## src/gse_pkg.sv

```systemverilog
// Shared types and constants for the grid successor expander.
`default_nettype none
package gse_pkg;

    localparam int unsigned COORD_W = 10;
    localparam int unsigned SIDE_W  = 11;
    localparam int unsigned COST_W  = 4;
    localparam int unsigned HEUR_W  = 14;
    localparam int unsigned DIRC_W  = 3;
    localparam int unsigned NDIR    = 8;
    localparam int unsigned CIDX_W  = 2;

    localparam logic [SIDE_W-1:0] SIDE_MAX   = 11'd1024;
    localparam logic [SIDE_W-1:0] SIDE_RESET = 11'd10;

    localparam logic [COST_W-1:0] COST_UNIT     = 4'd1;
    localparam logic [COST_W-1:0] COST_STRAIGHT = 4'd10;
    localparam logic [COST_W-1:0] COST_DIAG     = 4'd14;

    typedef enum logic [CIDX_W-1:0] {
        CFG_GRID_SIDE   = 2'd0,
        CFG_OCTILE_MODE = 2'd1,
        CFG_GOAL_X      = 2'd2,
        CFG_GOAL_Y      = 2'd3
    } t_cfg_idx;

    typedef enum logic [DIRC_W-1:0] {
        DIR_W  = 3'd0,
        DIR_E  = 3'd1,
        DIR_S  = 3'd2,
        DIR_N  = 3'd3,
        DIR_SW = 3'd4,
        DIR_SE = 3'd5,
        DIR_NE = 3'd6,
        DIR_NW = 3'd7
    } t_dir;

    typedef struct packed {
        logic [SIDE_W-1:0]  side;
        logic               octile;
        logic [COORD_W-1:0] goal_x;
        logic [COORD_W-1:0] goal_y;
    } t_cfg;

    typedef struct packed {
        logic [COST_W-1:0]  cost;
        logic [COORD_W-1:0] x;
        logic [COORD_W-1:0] y;
        t_dir               dir;
        logic               last;
    } t_meta;

endpackage
`default_nettype wire

```

## src/gse_in_if.sv

```systemverilog
// Input channel: one cell to expand per word.
`default_nettype none
interface gse_in_if;
    import gse_pkg::*;
    logic               valid;
    logic               ready;
    logic [COORD_W-1:0] cur_x;
    logic [COORD_W-1:0] cur_y;
    modport source (output valid, output cur_x, output cur_y, input ready);
    modport sink   (input valid, input cur_x, input cur_y, output ready);
endinterface
`default_nettype wire

```

## src/gse_out_if.sv

```systemverilog
// Output channel: one neighbor result per word.
`default_nettype none
interface gse_out_if;
    import gse_pkg::*;
    logic               valid;
    logic               ready;
    logic [COST_W-1:0]  move_cost;
    logic [HEUR_W-1:0]  heur_dist;
    logic [COORD_W-1:0] succ_x;
    logic [COORD_W-1:0] succ_y;
    logic [DIRC_W-1:0]  direction;
    logic               last_succ;
    modport source (output valid, output move_cost, output heur_dist, output succ_x,
                    output succ_y, output direction, output last_succ, input ready);
    modport sink   (input valid, input move_cost, input heur_dist, input succ_x,
                    input succ_y, input direction, input last_succ, output ready);
endinterface
`default_nettype wire

```

## src/gse_seq.sv

```systemverilog
// Direction sequencer: holds one cell and issues one in-bounds neighbor per cycle while i_adv is high.
`default_nettype none
module gse_seq (
    input  wire logic          i_clk,
    input  wire logic          i_rst_n,
    input  wire gse_pkg::t_cfg i_cfg,
    gse_in_if.sink             i_in,
    input  wire logic          i_adv,
    output gse_pkg::t_meta     o_cand,
    output logic               o_cand_valid
);
    import gse_pkg::*;

    logic               r_v;
    logic [NDIR-1:0]    r_mask;
    logic [COORD_W-1:0] r_x;
    logic [COORD_W-1:0] r_y;

    logic [NDIR-1:0]    n_mask_in;
    logic [NDIR-1:0]    pick;
    logic [DIRC_W-1:0]  pick_idx;
    logic               fire;
    logic               last;
    logic               take;
    logic               w, e, s, n;
    logic [SIDE_W-1:0]  side_eff;
    logic [COORD_W-1:0] xm, xp, ym, yp;

    always_comb begin
        side_eff = (i_cfg.side > SIDE_MAX) ? SIDE_MAX : i_cfg.side;
        w = (i_in.cur_x != '0);
        s = (i_in.cur_y != '0);
        e = ({1'b0, i_in.cur_x} + SIDE_W'(1)) < side_eff;
        n = ({1'b0, i_in.cur_y} + SIDE_W'(1)) < side_eff;
        n_mask_in = {i_cfg.octile & w & n, i_cfg.octile & e & n,
                     i_cfg.octile & e & s, i_cfg.octile & w & s, n, s, e, w};
    end

    always_comb begin
        pick = r_mask & (~r_mask + NDIR'(1));
        pick_idx = '0;
        for (int i = 0; i < NDIR; i++) begin
            if (pick[i]) pick_idx = DIRC_W'(i);
        end
        last = ((r_mask & ~pick) == '0);
        fire = r_v && i_adv;
        take = !r_v || (fire && last);
    end

    assign i_in.ready = take;

    always_ff @(posedge i_clk) begin
        if (!i_rst_n) begin
            r_v <= 1'b0;
        end else if (take && i_in.valid) begin
            r_v <= (n_mask_in != '0);
        end else if (fire && last) begin
            r_v <= 1'b0;
        end
    end

    always_ff @(posedge i_clk) begin
        if (take && i_in.valid) begin
            r_mask <= n_mask_in;
            r_x    <= i_in.cur_x;
            r_y    <= i_in.cur_y;
        end else if (fire) begin
            r_mask <= r_mask & ~pick;
        end
    end

    always_comb begin
        xm = r_x - COORD_W'(1);
        xp = r_x + COORD_W'(1);
        ym = r_y - COORD_W'(1);
        yp = r_y + COORD_W'(1);
        o_cand.dir  = t_dir'(pick_idx);
        o_cand.last = last;
        o_cand.cost = (pick_idx >= DIRC_W'(DIR_SW)) ? COST_DIAG :
                      (i_cfg.octile ? COST_STRAIGHT : COST_UNIT);
        o_cand.x = r_x;
        o_cand.y = r_y;
        unique case (t_dir'(pick_idx))
            DIR_W:  o_cand.x = xm;
            DIR_E:  o_cand.x = xp;
            DIR_S:  o_cand.y = ym;
            DIR_N:  o_cand.y = yp;
            DIR_SW: begin o_cand.x = xm; o_cand.y = ym; end
            DIR_SE: begin o_cand.x = xp; o_cand.y = ym; end
            DIR_NE: begin o_cand.x = xp; o_cand.y = yp; end
            DIR_NW: begin o_cand.x = xm; o_cand.y = yp; end
            default: begin o_cand.x = r_x; o_cand.y = r_y; end
        endcase
        o_cand_valid = r_v;
    end

endmodule
`default_nettype wire

```

## src/grid_successor_expander.sv

```systemverilog
// Top level of the grid successor expander: config registers and heuristic pipeline.
`default_nettype none
// Expands one grid cell per input word into its in-bounds neighbors, one result word per
// cycle while the output accepts, in the order W, E, S, N and, in octile mode, SW, SE,
// NE, NW; the final word of a cell carries last_succ. A cell has up to four neighbors in
// unit mode and up to eight in octile mode, and the sequencer accepts the next cell as it
// issues the last neighbor of the current one, so the sustained rate is one result word
// per clock. Results pass through a four-stage heuristic pipeline that stalls cleanly
// from the output side. Configuration is written through a plain indexed write port while
// the block is idle; the user must keep to this, the block itself does not enforce it.
module grid_successor_expander (
    input  wire logic                           i_clk,
    input  wire logic                           i_rst_n,
    gse_in_if.sink                              i_in,
    gse_out_if.source                           o_out,
    input  wire logic                           i_cfg_we,
    input  wire logic [gse_pkg::CIDX_W-1:0]     i_cfg_idx,
    input  wire logic [gse_pkg::SIDE_W-1:0]     i_cfg_data
);
    import gse_pkg::*;

    logic [SIDE_W-1:0]  r_side;
    logic               r_oct;
    logic [COORD_W-1:0] r_gx;
    logic [COORD_W-1:0] r_gy;
    t_cfg               cfg;

    always_ff @(posedge i_clk) begin
        if (!i_rst_n) begin
            r_side <= SIDE_RESET;
            r_oct  <= 1'b0;
            r_gx   <= '0;
            r_gy   <= '0;
        end else if (i_cfg_we) begin
            unique case (t_cfg_idx'(i_cfg_idx))
                CFG_GRID_SIDE:   r_side <= i_cfg_data;
                CFG_OCTILE_MODE: r_oct  <= i_cfg_data[0];
                CFG_GOAL_X:      r_gx   <= i_cfg_data[COORD_W-1:0];
                CFG_GOAL_Y:      r_gy   <= i_cfg_data[COORD_W-1:0];
                default: ;
            endcase
        end
    end

    assign cfg = '{side: r_side, octile: r_oct, goal_x: r_gx, goal_y: r_gy};

    t_meta cand;
    logic  cand_valid;
    logic  adv1, adv2, adv3, adv4;

    gse_seq u_seq (
        .i_clk        (i_clk),
        .i_rst_n      (i_rst_n),
        .i_cfg        (cfg),
        .i_in         (i_in),
        .i_adv        (adv1),
        .o_cand       (cand),
        .o_cand_valid (cand_valid)
    );

    logic               r_v1, r_v2, r_v3, r_v4;
    t_meta              r_m1, r_m2, r_m3, r_m4;
    logic [COORD_W-1:0] r_dx, r_dy;
    logic [COORD_W-1:0] r_hi, r_lo;
    logic [HEUR_W-1:0]  r_man;
    logic [HEUR_W-1:0]  r_heur;

    assign adv4 = !r_v4 || o_out.ready;
    assign adv3 = !r_v3 || adv4;
    assign adv2 = !r_v2 || adv3;
    assign adv1 = !r_v1 || adv2;

    always_ff @(posedge i_clk) begin
        if (!i_rst_n) begin
            r_v1 <= 1'b0;
            r_v2 <= 1'b0;
            r_v3 <= 1'b0;
            r_v4 <= 1'b0;
        end else begin
            if (adv1) r_v1 <= cand_valid;
            if (adv2) r_v2 <= r_v1;
            if (adv3) r_v3 <= r_v2;
            if (adv4) r_v4 <= r_v3;
        end
    end

    // stage 1: neighbor coordinates
    always_ff @(posedge i_clk) begin
        if (adv1) r_m1 <= cand;
    end

    // stage 2: distances to goal
    always_ff @(posedge i_clk) begin
        if (adv2) begin
            r_m2 <= r_m1;
            r_dx <= (r_m1.x >= r_gx) ? r_m1.x - r_gx : r_gx - r_m1.x;
            r_dy <= (r_m1.y >= r_gy) ? r_m1.y - r_gy : r_gy - r_m1.y;
        end
    end

    // stage 3: max / min and Manhattan sum
    always_ff @(posedge i_clk) begin
        if (adv3) begin
            r_m3  <= r_m2;
            r_hi  <= (r_dx > r_dy) ? r_dx : r_dy;
            r_lo  <= (r_dx > r_dy) ? r_dy : r_dx;
            r_man <= HEUR_W'(r_dx) + HEUR_W'(r_dy);
        end
    end

    // stage 4: octile 10*hi + 4*lo or, in unit mode, the Manhattan sum, output register
    always_ff @(posedge i_clk) begin
        if (adv4) begin
            r_m4   <= r_m3;
            r_heur <= r_oct ? (HEUR_W'(r_hi) << 3) + (HEUR_W'(r_hi) << 1)
                              + (HEUR_W'(r_lo) << 2)
                            : r_man;
        end
    end

    assign o_out.valid     = r_v4;
    assign o_out.move_cost = r_m4.cost;
    assign o_out.heur_dist = r_heur;
    assign o_out.succ_x    = r_m4.x;
    assign o_out.succ_y    = r_m4.y;
    assign o_out.direction = DIRC_W'(r_m4.dir);
    assign o_out.last_succ = r_m4.last;

`ifndef SYNTHESIS
    a_unit_cost: assert property (@(posedge i_clk) disable iff (!i_rst_n)
        o_out.valid && !r_oct |-> o_out.move_cost == COST_UNIT)
        else $error("unit mode word with non-unit cost");

    a_unit_dir: assert property (@(posedge i_clk) disable iff (!i_rst_n)
        o_out.valid && !r_oct |-> o_out.direction < DIRC_W'(DIR_SW))
        else $error("diagonal word in unit mode");

    a_diag_cost: assert property (@(posedge i_clk) disable iff (!i_rst_n)
        o_out.valid && o_out.direction >= DIRC_W'(DIR_SW) |-> o_out.move_cost == COST_DIAG)
        else $error("diagonal word with wrong cost");

    a_stall_hold: assert property (@(posedge i_clk) disable iff (!i_rst_n)
        r_v3 && !adv4 |=> r_v3 && $stable(r_man))
        else $error("stage 3 lost data under stall");
`endif

endmodule
`default_nettype wire
```

## src/flat_wrapper.sv

```systemverilog
// flat-port wrapper written by rule: the top's interface ports become plain ports
module grid_successor_expander_flat import gse_pkg::*;
  (i_clk, i_rst_n, i_cfg_we, i_cfg_idx, i_cfg_data, i_in_valid, i_in_cur_x, i_in_cur_y, i_in_ready, o_out_valid, o_out_move_cost, o_out_heur_dist, o_out_succ_x, o_out_succ_y, o_out_direction, o_out_last_succ, o_out_ready);
  gse_in_if i_in_i ();
  gse_out_if o_out_i ();
  input  wire logic i_clk;
  input  wire logic i_rst_n;
  input  wire logic i_cfg_we;
  input  wire logic [gse_pkg::CIDX_W-1:0] i_cfg_idx;
  input  wire logic [gse_pkg::SIDE_W-1:0] i_cfg_data;
  input wire logic [$bits(i_in_i.valid)-1:0] i_in_valid;
  input wire logic [$bits(i_in_i.cur_x)-1:0] i_in_cur_x;
  input wire logic [$bits(i_in_i.cur_y)-1:0] i_in_cur_y;
  output wire logic [$bits(i_in_i.ready)-1:0] i_in_ready;
  output wire logic [$bits(o_out_i.valid)-1:0] o_out_valid;
  output wire logic [$bits(o_out_i.move_cost)-1:0] o_out_move_cost;
  output wire logic [$bits(o_out_i.heur_dist)-1:0] o_out_heur_dist;
  output wire logic [$bits(o_out_i.succ_x)-1:0] o_out_succ_x;
  output wire logic [$bits(o_out_i.succ_y)-1:0] o_out_succ_y;
  output wire logic [$bits(o_out_i.direction)-1:0] o_out_direction;
  output wire logic [$bits(o_out_i.last_succ)-1:0] o_out_last_succ;
  input wire logic [$bits(o_out_i.ready)-1:0] o_out_ready;
  assign i_in_i.valid = i_in_valid;
  assign i_in_i.cur_x = i_in_cur_x;
  assign i_in_i.cur_y = i_in_cur_y;
  assign i_in_ready = i_in_i.ready;
  assign o_out_valid = o_out_i.valid;
  assign o_out_move_cost = o_out_i.move_cost;
  assign o_out_heur_dist = o_out_i.heur_dist;
  assign o_out_succ_x = o_out_i.succ_x;
  assign o_out_succ_y = o_out_i.succ_y;
  assign o_out_direction = o_out_i.direction;
  assign o_out_last_succ = o_out_i.last_succ;
  assign o_out_i.ready = o_out_ready;
  grid_successor_expander u_core (.i_clk(i_clk), .i_rst_n(i_rst_n), .i_in(i_in_i), .o_out(o_out_i), .i_cfg_we(i_cfg_we), .i_cfg_idx(i_cfg_idx), .i_cfg_data(i_cfg_data));
endmodule
```

## config.mk

```make
export PLATFORM = sky130hd
export DESIGN_NAME = grid_successor_expander_flat
export DESIGN_NICKNAME = d
export VERILOG_FILES = /design/src/gse_pkg.sv /design/src/gse_in_if.sv /design/src/gse_out_if.sv /design/src/gse_seq.sv /design/src/grid_successor_expander.sv /design/src/flat_wrapper.sv
export SDC_FILE = /design/constraint.sdc
export NUM_CORES = 1
export LEC_CHECK = 0
export BUFFER_PORTS_ARGS = -buffer_cell sky130_fd_sc_hd__buf_2
export CORE_MARGIN = 5
export CORE_UTILIZATION = 55
export DETAILED_ROUTE_END_ITERATION = 7
export PLACE_DENSITY = 0.73
export SETUP_SLACK_MARGIN = 0.3
export SLEW_MARGIN = 10
export SYNTH_ARGS = -nofsm -noshare
export SYNTH_HDL_FRONTEND = slang
export SYNTH_SLANG_ARGS = --single-unit
```

## constraint.sdc

```tcl
create_clock -name i_clk -period 9.4 [get_ports i_clk]
set_input_delay 0.47 -clock i_clk [delete_from_list [all_inputs] [get_ports i_clk]]
set_output_delay 0.47 -clock i_clk [all_outputs]
set_load 0.05 [all_outputs]
```

Yosys cells after proc, flatten, opt, wreduce, memory -nomap -nowiden
Index checks and enable logic that the tools add are counted.

storage, ports and cells
  memory bits (writable) = 0
  register bits after elaboration = 245
  memories = 0
  latch bits = 0
  bits in read-only memories = 0
  output and inout port bits = 44

cells by class
  $add $sub $neg = 14
  multiplexer cells = 20
  $lt $le $gt $ge = 7
  equality and inequality tests = 10
  reductions and logical operators = 29
  shift-type cells = 0
  multiply operators = 0
  bitwise gates (word level) = 10
  div/mod/pow operators = 0

operators by type and width
  kind                                                    count
  two-way mux 10 bit                                      4
  one-hot mux 10 bit (2 select lines)                     2
  subtractor 10 bit                                       4
  adder 10 x 1 -> 11 bit (second input constant)          2
  < comparator 11 bit                                     2
  adder 10 x 1 -> 10 bit (second input constant)          2
  greater-or-equal comparator 10 bit                      2
  nonzero test 10 bit                                     2
  subtractor 10 x 1 -> 10 bit (second input constant)     2
  two-way mux 3 bit                                       6
  bitwise AND 8 bit                                       2
  two-way mux 8 bit                                       2
  NOT 8 bit                                               2
  adder 13 x 11 -> 14 bit                                 1
  adder 14 x 12 -> 14 bit                                 1
  two-way mux 14 bit                                      1
  equality test 3 bit (second input constant)             4
  OR reduction 3 bit                                      4
  adder 10 x 10 -> 11 bit                                 1
  greater-than comparator 11 bit (second input constant)  1
  two-way mux 11 bit                                      1
  greater-than comparator 10 bit                          1
  adder 8 x 1 -> 8 bit (second input constant)            1
  zero test 8 bit                                         1
  16 further kinds                                        39

Logic depth before layout (Yosys ltp)
Gate-level depths: netlist of the first run.

  depth after elaboration = 13
  gate-level depth with buffers = 17

Modules after synthesis
Synthesis of the first run repeated with hierarchy kept, for this count alone.

second synthesis, totals
  cell total of the unflattened synthesis = 1255
  area total of the unflattened synthesis = 13829.5 µm²

by module, submodules not included
  module                   seq. area each (µm²)  cells an instance  instances  area each (µm²)
  grid_successor_expander  6035.8                910                1          10770.3
  gse_seq                  860.8                 345                1          3059.2

Worst setup path before layout of the first run
OpenSTA, ideal clock, no wires.

  path kind = flip-flop to flip-flop
  start point = register u_core.r_v4, in the netlist u_core.o_out.valid
  end point = register u_core.u_seq.r_mask[2], data pin
  setup time = 267 ps
  slack = 5577 ps
  stages on the path, launching flop included = 10
  arrival = 3556 ps
  path buffers = 1
  cell sequence = dfxtp_1 -> nor2b_1 -> and2_1 -> nand2_1 -> nor2_1 -> o31ai_4 -> nand2_2 -> buf_6 -> inv_2 -> o21ai_1

on the way
  cells in the longest elaborated chain, start to end = 10

RTL lines
  item                      RTL line                       source
  start: declaration        grid_successor_expander.sv:61  logic r_v1, r_v2, r_v3, r_v4;
  start signal: assignment  grid_successor_expander.sv:83  if (adv4) r_v4 <= r_v3;
  zero test 1 bit           grid_successor_expander.sv:68  assign adv4 = !r_v4 || o_out.ready;
  logical OR 1 bit          grid_successor_expander.sv:68
  logical OR 1 bit          grid_successor_expander.sv:69  assign adv3 = !r_v3 || adv4;
  logical OR 1 bit          grid_successor_expander.sv:70  assign adv2 = !r_v2 || adv3;
  net u_core.adv2           grid_successor_expander.sv:49  logic adv1, adv2, adv3, adv4;
  logical OR 1 bit          grid_successor_expander.sv:71  assign adv1 = !r_v1 || adv2;
  logical AND 1 bit         gse_seq.sv:46                  fire = r_v && i_adv;
  logical AND 1 bit         gse_seq.sv:47                  take = !r_v || (fire && last);
  logical OR 1 bit          gse_seq.sv:47
  net i_in_ready            flat_wrapper.sv:14             output wire logic [$bits(i_in_i.ready)-1:0] i_in_ready;
  logical AND 1 bit         gse_seq.sv:63                  if (take && i_in.valid) begin
  two-way mux 8 bit         gse_seq.sv:63
  end signal: assignment    gse_seq.sv:64                  r_mask <= n_mask_in;
  end signal: assignment    gse_seq.sv:68                  r_mask <= r_mask & ~pick;
  end: declaration          gse_seq.sv:15                  logic [NDIR-1:0] r_mask;

The timed path passes the listed nets, and every way through them passes these cells.
A chain may end at the register's enable or synchronous reset.

==> metrics.md, run 1 <==
| Metric | Value |
|---|---|
| Worst-Skew Late Latency | `0.51 ns` |
| Min-Delay Endpoint | `u_core.u_seq.r_y[5]` |
| Row count | `55` |
| Finished Core Util | `0.628` |
| Post-CTS Hold Fix Bufs | `0` |
| Post-CTS Setup Inserts | `0` |
| Reg2Reg Launch Point | `u_core.u_seq.r_mask[1]` |
| Post-synth EDFFs | `201` |
| Core region area | `22600 sq um` |
| Worst path bufs/invs | `1` |
| Unrepaired setup endpoints after global routing | `no` |
| Worst-Margin Slew | `1.14 ns` |
| Clock Tree Root | `clkbuf_16` |
| Worst hold stages | `1` |
| Data required time of the critical path | `9.74 ns` |
| Port Buf Inserts | `81` |
| DR vias/cell | `5.48` |
| Arr. time, crit path | `4.65 ns` |
| Number of global-route vias before repair | `7944` |
| Clock tree buffer depth | `3` |
| Synth unique cells | `71` |
| Achievable Freq | `0.232 GHz` |
| CTS clk-pin slew, worst paths | `0.06 ns` |
| Hold Startpoint | `i_in_cur_y[5]` |
| Antenna violations before repair | `0` |
| Worst Reg-to-Reg Cells | `16` |
| Pwr/cell area | `348 nW/um^2` |
| First-pass GRT wire length | `38.7 mm` |
| Max cap viols | `0` |
| Die height | `162 um` |
| Setup crit end kind | `flop` |
| FF-to-FF End | `u_core.r_m1[22]` |
| Tmin final | `4.31 ns` |
| CTS tree | `yes` |
| Seq cells post-synth | `238` |
| Post-CTS Resized | `0` |
| CTS Buf Count | `24` |
| Largest net degree at the start of global routing | `59` |
| Max transition margin | `0.243` |
| N_diodes | `0` |
| Ys Warns | `0` |
| Die width | `162 um` |
| CP Depth | `16` |
| # DRC | `0` |
| Sequential share of the synthesized area | `0.534` |
| CP Class | `flop to flop` |
| First DRT Iteration DRCs | `427` |
| Ys flop type | `edfxtp_1` |
| Clk sinks | `238` |
| Skew final | `0.0114 ns` |
| CP max-delay cell | `or4_1` |
| Max-slew violation count | `0` |
| DR WL/cell | `16.1 um` |
| Final setup viols | `0` |
| Worst hold slack | `0.188 ns` |
| Lkg Pwr | `5.90 nW` |
| Post-route ant nets | `0` |
| VDD IR max | `0.000133 V` |
| Placed cell areas | `13400 sq um` |
| I/O pins | `82` |
| GRT Resource Usage Total | `0.181` |
| Ys async rst share | `0` |
| Initial core utilization | `0.560` |
| Syn_nets | `1251` |
| Post-synthesis cell count | `1087` |
| Filler cells | `1737` |
| Flop-to-flop setup slack | `5.09 ns` |
| DRT Pass-1 Iters | `7` |
| DP HPWL | `17.8 mm` |
| GRT Residual Overflow | `0` |
| Status | `finished clean` |
| Via count | `8122` |
| Hold Path Class | `input pin to flop` |
| Area grow syn2layout | `12.0%` |
| Final worst-path cycle share | `0.459` |
| DRT Wirelength | `23.8 mm` |
| Layout cells sized above 1 | `0.140` |
| Critical path fanouts, max | `9` |
| Synth Cell Area | `12700 sq um` |
| Cell area after layout | `14200 sq um` |
| Nature of the critical path startpoint | `flop` |
| Crit path largest cell delay | `0.66 ns` |
| Final Hold Vio Count | `0` |
| Final net count | `1342` |
| Post-synthesis area per instance | `11.7 sq um` |
| CTS H-Tree Depth | `1` |
| Setup TNS | `0 ns` |
| Crit-path most repeated cell | `o21ai_0` |
| Die area | `26200 sq um` |
| Crit path max-delay family | `simple AND/OR/NAND/NOR gates` |
| Placer Congestion | `0.944` |
| Worst path cell trace | `or4_1, nand2b_4, nor2_2, o2bb2ai_2, xor2_1, nor2_1, inv_1, fa_1, nor2b_1, o21ai_0, a21boi_0, o21ai_0, a21boi_0, o21ai_0, and3_1, o31ai_1` |
==> area by class of cell <==
type                            instances  area (sq um)  area share
Sequential cell                       238          6780       0.477
Tap cell                              285           357      0.0251
Clock buffer                           33           676      0.0476
Clock inverter                         11           133     0.00933
Inverter                              102           383      0.0269
Multi-Input combinational cell        725          5430       0.382
Timing Repair Buffer                   87           450      0.0317
==> registers in the layout, summed over array words and instances, names as in the netlist, 3 cells and up <==
signal                  cells
u_core.r_gx                10
u_core.u_seq.r_x           10
u_core.r_man               11
u_core.r_m3                27
u_core.r_m1                27
u_core.r_lo                10
u_core.o_out.succ_x        10
u_core.o_out.heur_dist     14
u_core.r_dy                10
u_core.o_out.direction      3
u_core.r_gy                10
u_core.r_hi                10
u_core.o_out.succ_y        10
u_core.r_m2                27
u_core.u_seq.r_y           10
u_core.r_side              11
u_core.o_out.move_cost      3
u_core.u_seq.r_mask         8
u_core.r_dx                10
==> metal layers <==
metal,vias to the layer above,part of all wire,global-route usage
li1,4082,-,-
met1,3784,0.43,0.231
met2,209,0.49,0.320
met3,47,0.046,0.0218
met4,0,0.033,0.0657
met5,-,0,0
==> worst register-to-register path: stages (launching register included) <==
cell and delay [ns]:
edfxtp_1 0.48, or4_1 0.66, nand2b_4 0.22, nor2_2 0.13, o2bb2ai_2 0.13, xor2_1 0.11, nor2_1 0.52, inv_1 0.12
fa_1 0.43, nor2b_1 0.11, o21ai_0 0.09, a21boi_0 0.24, o21ai_0 0.13, a21boi_0 0.24, o21ai_0 0.14, and3_1 0.20
o31ai_1 0.19
==> worst max path at each step <==
| stage | from | to | slack (ns) |
|---|---|---|---|
| 4_1_cts | u_core.u_seq.r_mask[1] | u_core.r_m1[22] | 5.13 |
| 5_1_grt | u_core.u_seq.r_mask[1] | u_core.r_m1[22] | 4.67 |
| 3_3_place_gp | u_core.u_seq.r_mask[1] | u_core.r_m1[22] | 5.26 |
| 2_1_floorplan | u_core.o_out.valid | u_core.u_seq.r_mask[2] | 5.58 |
| 6_report | u_core.u_seq.r_mask[1] | u_core.r_m1[22] | 5.09 |
| 3_5_place_dp | u_core.u_seq.r_mask[3] | u_core.r_m1[22] | 5.15 |
==> synthesized netlist by cell type (4+ instances only) <==
library cell / number / area (sq um)
edfxtp_1: 201 / 6040
nand2_1: 128 / 480
ha_1: 110 / 1380
inv_1: 100 / 375
a21oi_1: 57 / 285
nor2_1: 52 / 195
o21ai_0: 40 / 200
xnor2_1: 40 / 350
dfxtp_1: 37 / 741
a21boi_0: 36 / 270
mux2_2: 20 / 225
nand3_1: 20 / 100
xor2_1: 20 / 175
nor2b_1: 18 / 113
a21o_1: 17 / 128
clkbuf_1: 17 / 63.8
fa_1: 16 / 320
nand4_1: 14 / 87.6
o21ai_1: 12 / 60.1
o21a_1: 10 / 75.1
mux2i_1: 9 / 90.1
nor3_1: 8 / 40.0
o31ai_1: 8 / 60.1
and3_1: 7 / 43.8
o21bai_1: 6 / 45.0
a211oi_1: 5 / 37.5
nand2b_1: 5 / 31.3
nor4_1: 5 / 31.3
o211ai_1: 5 / 37.5
a31oi_1: 4 / 25.0
==> logic make-up (layout without fill, tap and decap cells) <==
group                    Yosys count  count (layout)  share of synthesized area
AND/OR/NAND/NOR                  274             274                     0.0985
buffers and inverters            124             233                     0.0383
XOR/XNOR                          60              60                     0.0414
multiplexers                      31              31                     0.0266
AO/OA/AOI/OAI                    233             233                      0.126
adder cells (fa/ha/maj)          127             127                      0.135
flip-flops                       238             238                      0.534
==> placed cells by master (no fill, tap or decap), types with 3 or more instances in the layout <==
cell type / instances
nor3_1: 8
nor2b_1: 18
buf_2: 81
and3_1: 7
fa_1: 16
buf_4: 6
clkinv_1: 3
dfxtp_1: 37
bufinv_16: 3
a211oi_1: 5
mux2i_1: 9
xor2_1: 20
nand4_1: 14
clkbuf_1: 6
a211o_1: 3
edfxtp_1: 201
nor2_1: 52
o31ai_1: 8
nand2_1: 127
nor4_1: 5
o21ai_1: 12
o21bai_1: 6
clkbuf_16: 25
o21a_1: 10
xnor2_1: 40
nand3_1: 20
inv_1: 99
and2_1: 3
mux2_2: 20
a31oi_1: 4
a21o_1: 17
nand2b_1: 5
ha_1: 110
a21boi_0: 36
a21oi_1: 57
o21ai_0: 40
nand3b_1: 3
o211ai_1: 5
clkinv_2: 4
==> through the flow <==
step,setup WS (ns),std cells,power [mW]
detailed placement,5.15,1437,4.00
global placement,5.26,1437,3.94
global route,4.67,1481,5.31
floorplan,5.58,1087,3.52
CTS,5.13,1481,4.99
finish,5.09,1481,4.95
==> where the power goes <==
part / total (mW) / internal, mW / switching [mW]
logic: 2.17 / 0.875 / 1.29
registers: 1.82 / 1.64 / 0.183
clock network: 0.964 / 0.585 / 0.379
total: 4.95 / 3.09 / 1.85
No activity file was read; power rests on OpenSTA's default activity.
==> run 2: changes to the inputs <==
PLACE_DENSITY = 0.76   (was 0.73)
clock period = 3.7 ns   (was 9.4 ns; I/O delays follow)
==> metrics.md, run 2 (synthesis gave the netlist of run 1 again) <==
| Metric | Value |
|---|---|
| Status | `finished clean` |
| Filler cells | `1619 (-6.8%)` |
| Tmin final | `3.47 ns (-0.848 ns)` |
| DP HPWL | `18.2 mm (+2.7%)` |
| Achievable Freq | `0.289 GHz (+24%)` |
| CTS tree | `yes` |
| CTS H-Tree Depth | `1 (unchanged)` |
| First-pass GRT wire length | `40.6 mm (+4.9%)` |
| Antenna violations before repair | `0 (unchanged)` |
| Core region area | `22600 sq um (unchanged)` |
| Switching pwr | `4.93 mW (+170%)` |
| Max cap viols | `0 (unchanged)` |
| Final setup viols | `0 (unchanged)` |
| Commonest non-fill, non-tap cell in the layout | `edfxtp_1` |
| Internal | `8.09 mW (+160%)` |
| Top flop regs | `u_core.r_m1 (27), u_core.r_m2 (27), u_core.r_m3 (27)` |
| Arr. time, crit path | `3.81 ns (-0.84 ns)` |
| Lkg Pwr | `6.21 nW (+5.2%)` |
| Port Buf Inserts | `81 (unchanged)` |
| Post-route ant nets | `0 (unchanged)` |
| Cell area after layout | `15000 sq um (+5.3%)` |
| Placer Congestion | `0.899 (-4.7%)` |
| Crit-path most repeated cell | `o21ai_2` |
| Setup crit end kind | `flop` |
| Setup TNS | `0 ns (unchanged)` |
| Crit path largest cell delay | `0.55 ns (-0.11 ns)` |
| CTS Buf Count | `25 (+4.2%)` |
| Sequential share of power | `0.356 (-0.011)` |
| Unrepaired setup endpoints after global routing | `yes` |
| Via count | `8452 (+4.1%)` |
| CP max-delay cell | `or4_4` |
| Area grow syn2layout | `18.0%` |
| Critical path fanouts, max | `5 (-4)` |
| Final worst-path cycle share | `0.937 (+0.478)` |
| Final Power | `13.0 mW (+160%)` |
| GRT Residual Overflow | `0 (unchanged)` |
| DRT Wirelength | `25.5 mm (+7.0%)` |
| Number of global-route vias before repair | `8404 (+5.8%)` |
| Largest net degree at the start of global routing | `49 (-17%)` |
| Skew final | `0.0184 ns (+0.00704 ns)` |
| Comb power frac | `0.455 (+0.017)` |
| Worst path cell trace | `or4_4, nand2b_4, nor2_4, o2bb2ai_4, xor2_4, nor2_4, inv_2, fa_2, nor2b_4, o21ai_2, a21boi_2, o21ai_2, a21boi_2, o21ai_2, and3_1, o31ai_1` |
| Clock Tree Root | `clkbuf_16` |
| Hold Path Class | `input pin to flop` |
| Die height | `162 um (unchanged)` |
| Clock tree buffer depth | `3 (unchanged)` |
| Row count | `55 (unchanged)` |
| Max-slew violation count | `0 (unchanged)` |
| Max transition margin | `0.202 (-0.0415)` |
| N_diodes | `0 (unchanged)` |
| I/O pins | `82 (unchanged)` |
| CP Class | `flop to flop` |
| Die area | `26200 sq um (unchanged)` |
| Clock share of power | `0.189 (-0.006)` |
| Worst-Margin Slew | `1.19 ns (+0.0597 ns)` |
| Final net count | `1402 (+4.5%)` |
| Placed cell areas | `13500 sq um (+0.45%)` |
| # DRC | `0 (unchanged)` |
| Most frequent cells in the layout | `edfxtp_1, nand2_1, ha_1` |
| Crit path max-delay family | `simple AND/OR/NAND/NOR gates` |
| GRT Resource Usage Total | `0.190 (+0.00846)` |
| DR WL/cell | `16.5 um (+2.9%)` |
| CTS clk-pin slew, worst paths | `0.07 ns (about the same)` |
| VDD IR max | `0.000394 V (+200%)` |
| First DRT Iteration DRCs | `500 (+17%)` |
| Clk sinks | `238 (unchanged)` |
| Final Hold Vio Count | `0 (unchanged)` |
| Worst path bufs/invs | `1 (unchanged)` |
| Pwr/cell area | `870 nW/um^2 (+150%)` |
| Switch share | `0.379 (+0.00450)` |
| DRT Pass-1 Iters | `5 (-2)` |
| DR vias/cell | `5.48 (about the same)` |
| Data required time of the critical path | `4.04 ns (-5.70 ns)` |
| Worst-Skew Late Latency | `0.52 ns (about the same)` |
| Die width | `162 um (unchanged)` |
| Layout cells sized above 1 | `0.182 (+0.0419)` |
| Initial core utilization | `0.560 (unchanged)` |
| Nature of the critical path startpoint | `flop` |
## run 2: changes by cell type in the layout (fill, tap and decap cells not counted), sizes merged
cell	delta
clkbuf	-7
inv	+2
dlygate4sd3	+32
buf	+27
clkinv	+6
## run 2: worst paths after layout
kind	from	end	slack, ns	cells after the start
max	u_core.u_seq.r_mask[3]	u_core.r_m1[22]	0.23	16
max reg2reg	u_core.u_seq.r_mask[3]	u_core.r_m1[22]	0.23	16
min reg2reg	u_core.r_m3[19]	u_core.o_out.succ_x[5]	0.42	0
min	i_in_valid	u_core.u_seq.o_cand_valid	0.05	4
## run 2: cell type report
class                   count  area [sq um]  area share
flip-flops and latches    238          6780       0.453
multi-input cells         725          5640       0.377
repair buffers            146           981      0.0656
clock buffers              26           629      0.0421
inverters                 102           383      0.0256
well taps                 285           357      0.0238
clock inverters            19           190      0.0127
## run 2: worst reg2reg max path, stage by stage, from the launching register on
cell and delay (ns):
edfxtp_1 0.40, or4_4 0.55, nand2b_4 0.20, nor2_4 0.14, o2bb2ai_4 0.16, xor2_4 0.11, nor2_4 0.22, inv_2 0.06
fa_2 0.37, nor2b_4 0.12, o21ai_2 0.07, a21boi_2 0.17, o21ai_2 0.10, a21boi_2 0.19, o21ai_2 0.08, and3_1 0.17
o31ai_1 0.17
## run 2: stage by stage
| stage | hold WS (ns) | utilization | cells | setup slack [ns] |
|---|---|---|---|---|
| 2_1_floorplan | 0.284 | - | 1087 | 0.229 |
| 3_3_place_gp | 0.403 | 0.594 | 1442 | 0.167 |
| 3_5_place_dp | 0.405 | 0.594 | 1442 | 0.0115 |
| 4_1_cts | 0.0295 | 0.649 | 1528 | 0.185 |
| 5_1_grt | 0.0387 | 0.661 | 1541 | 0.0417 |
| 6_report | 0.0466 | 0.661 | 1541 | 0.235 |
## run 2: timing repair
| action | in CTS | in global routing |
|---|---|---|
| setup buffers | 9 | 13 |
| resized for setup | 7 | 29 |
| endpoints found under the hold margin | 49 | 0 |
| hold buffers | 32 | 0 |
| setup endpoints to repair | 8 | 14 |
| pin swaps | 15 | 29 |
## run 2: power groups by stage
stage	clock (mW)	sequential [mW]	combinational [mW]
global route	2.64	4.73	6.54
CTS	2.51	4.65	5.67
finish	2.47	4.63	5.92
detailed placement	0	4.70	5.49
floorplan	0	5.16	3.81
global placement	0	4.65	5.33
## run 2: metal layers
metal / global-route usage / vias to the layer above / wire (um)
met5: 0 / - / 0
met4: 0.0646 / 0 / 768
li1: - / 4198 / -
met1: 0.233 / 3975 / 10500
met3: 0.0287 / 55 / 1220
met2: 0.342 / 224 / 13000
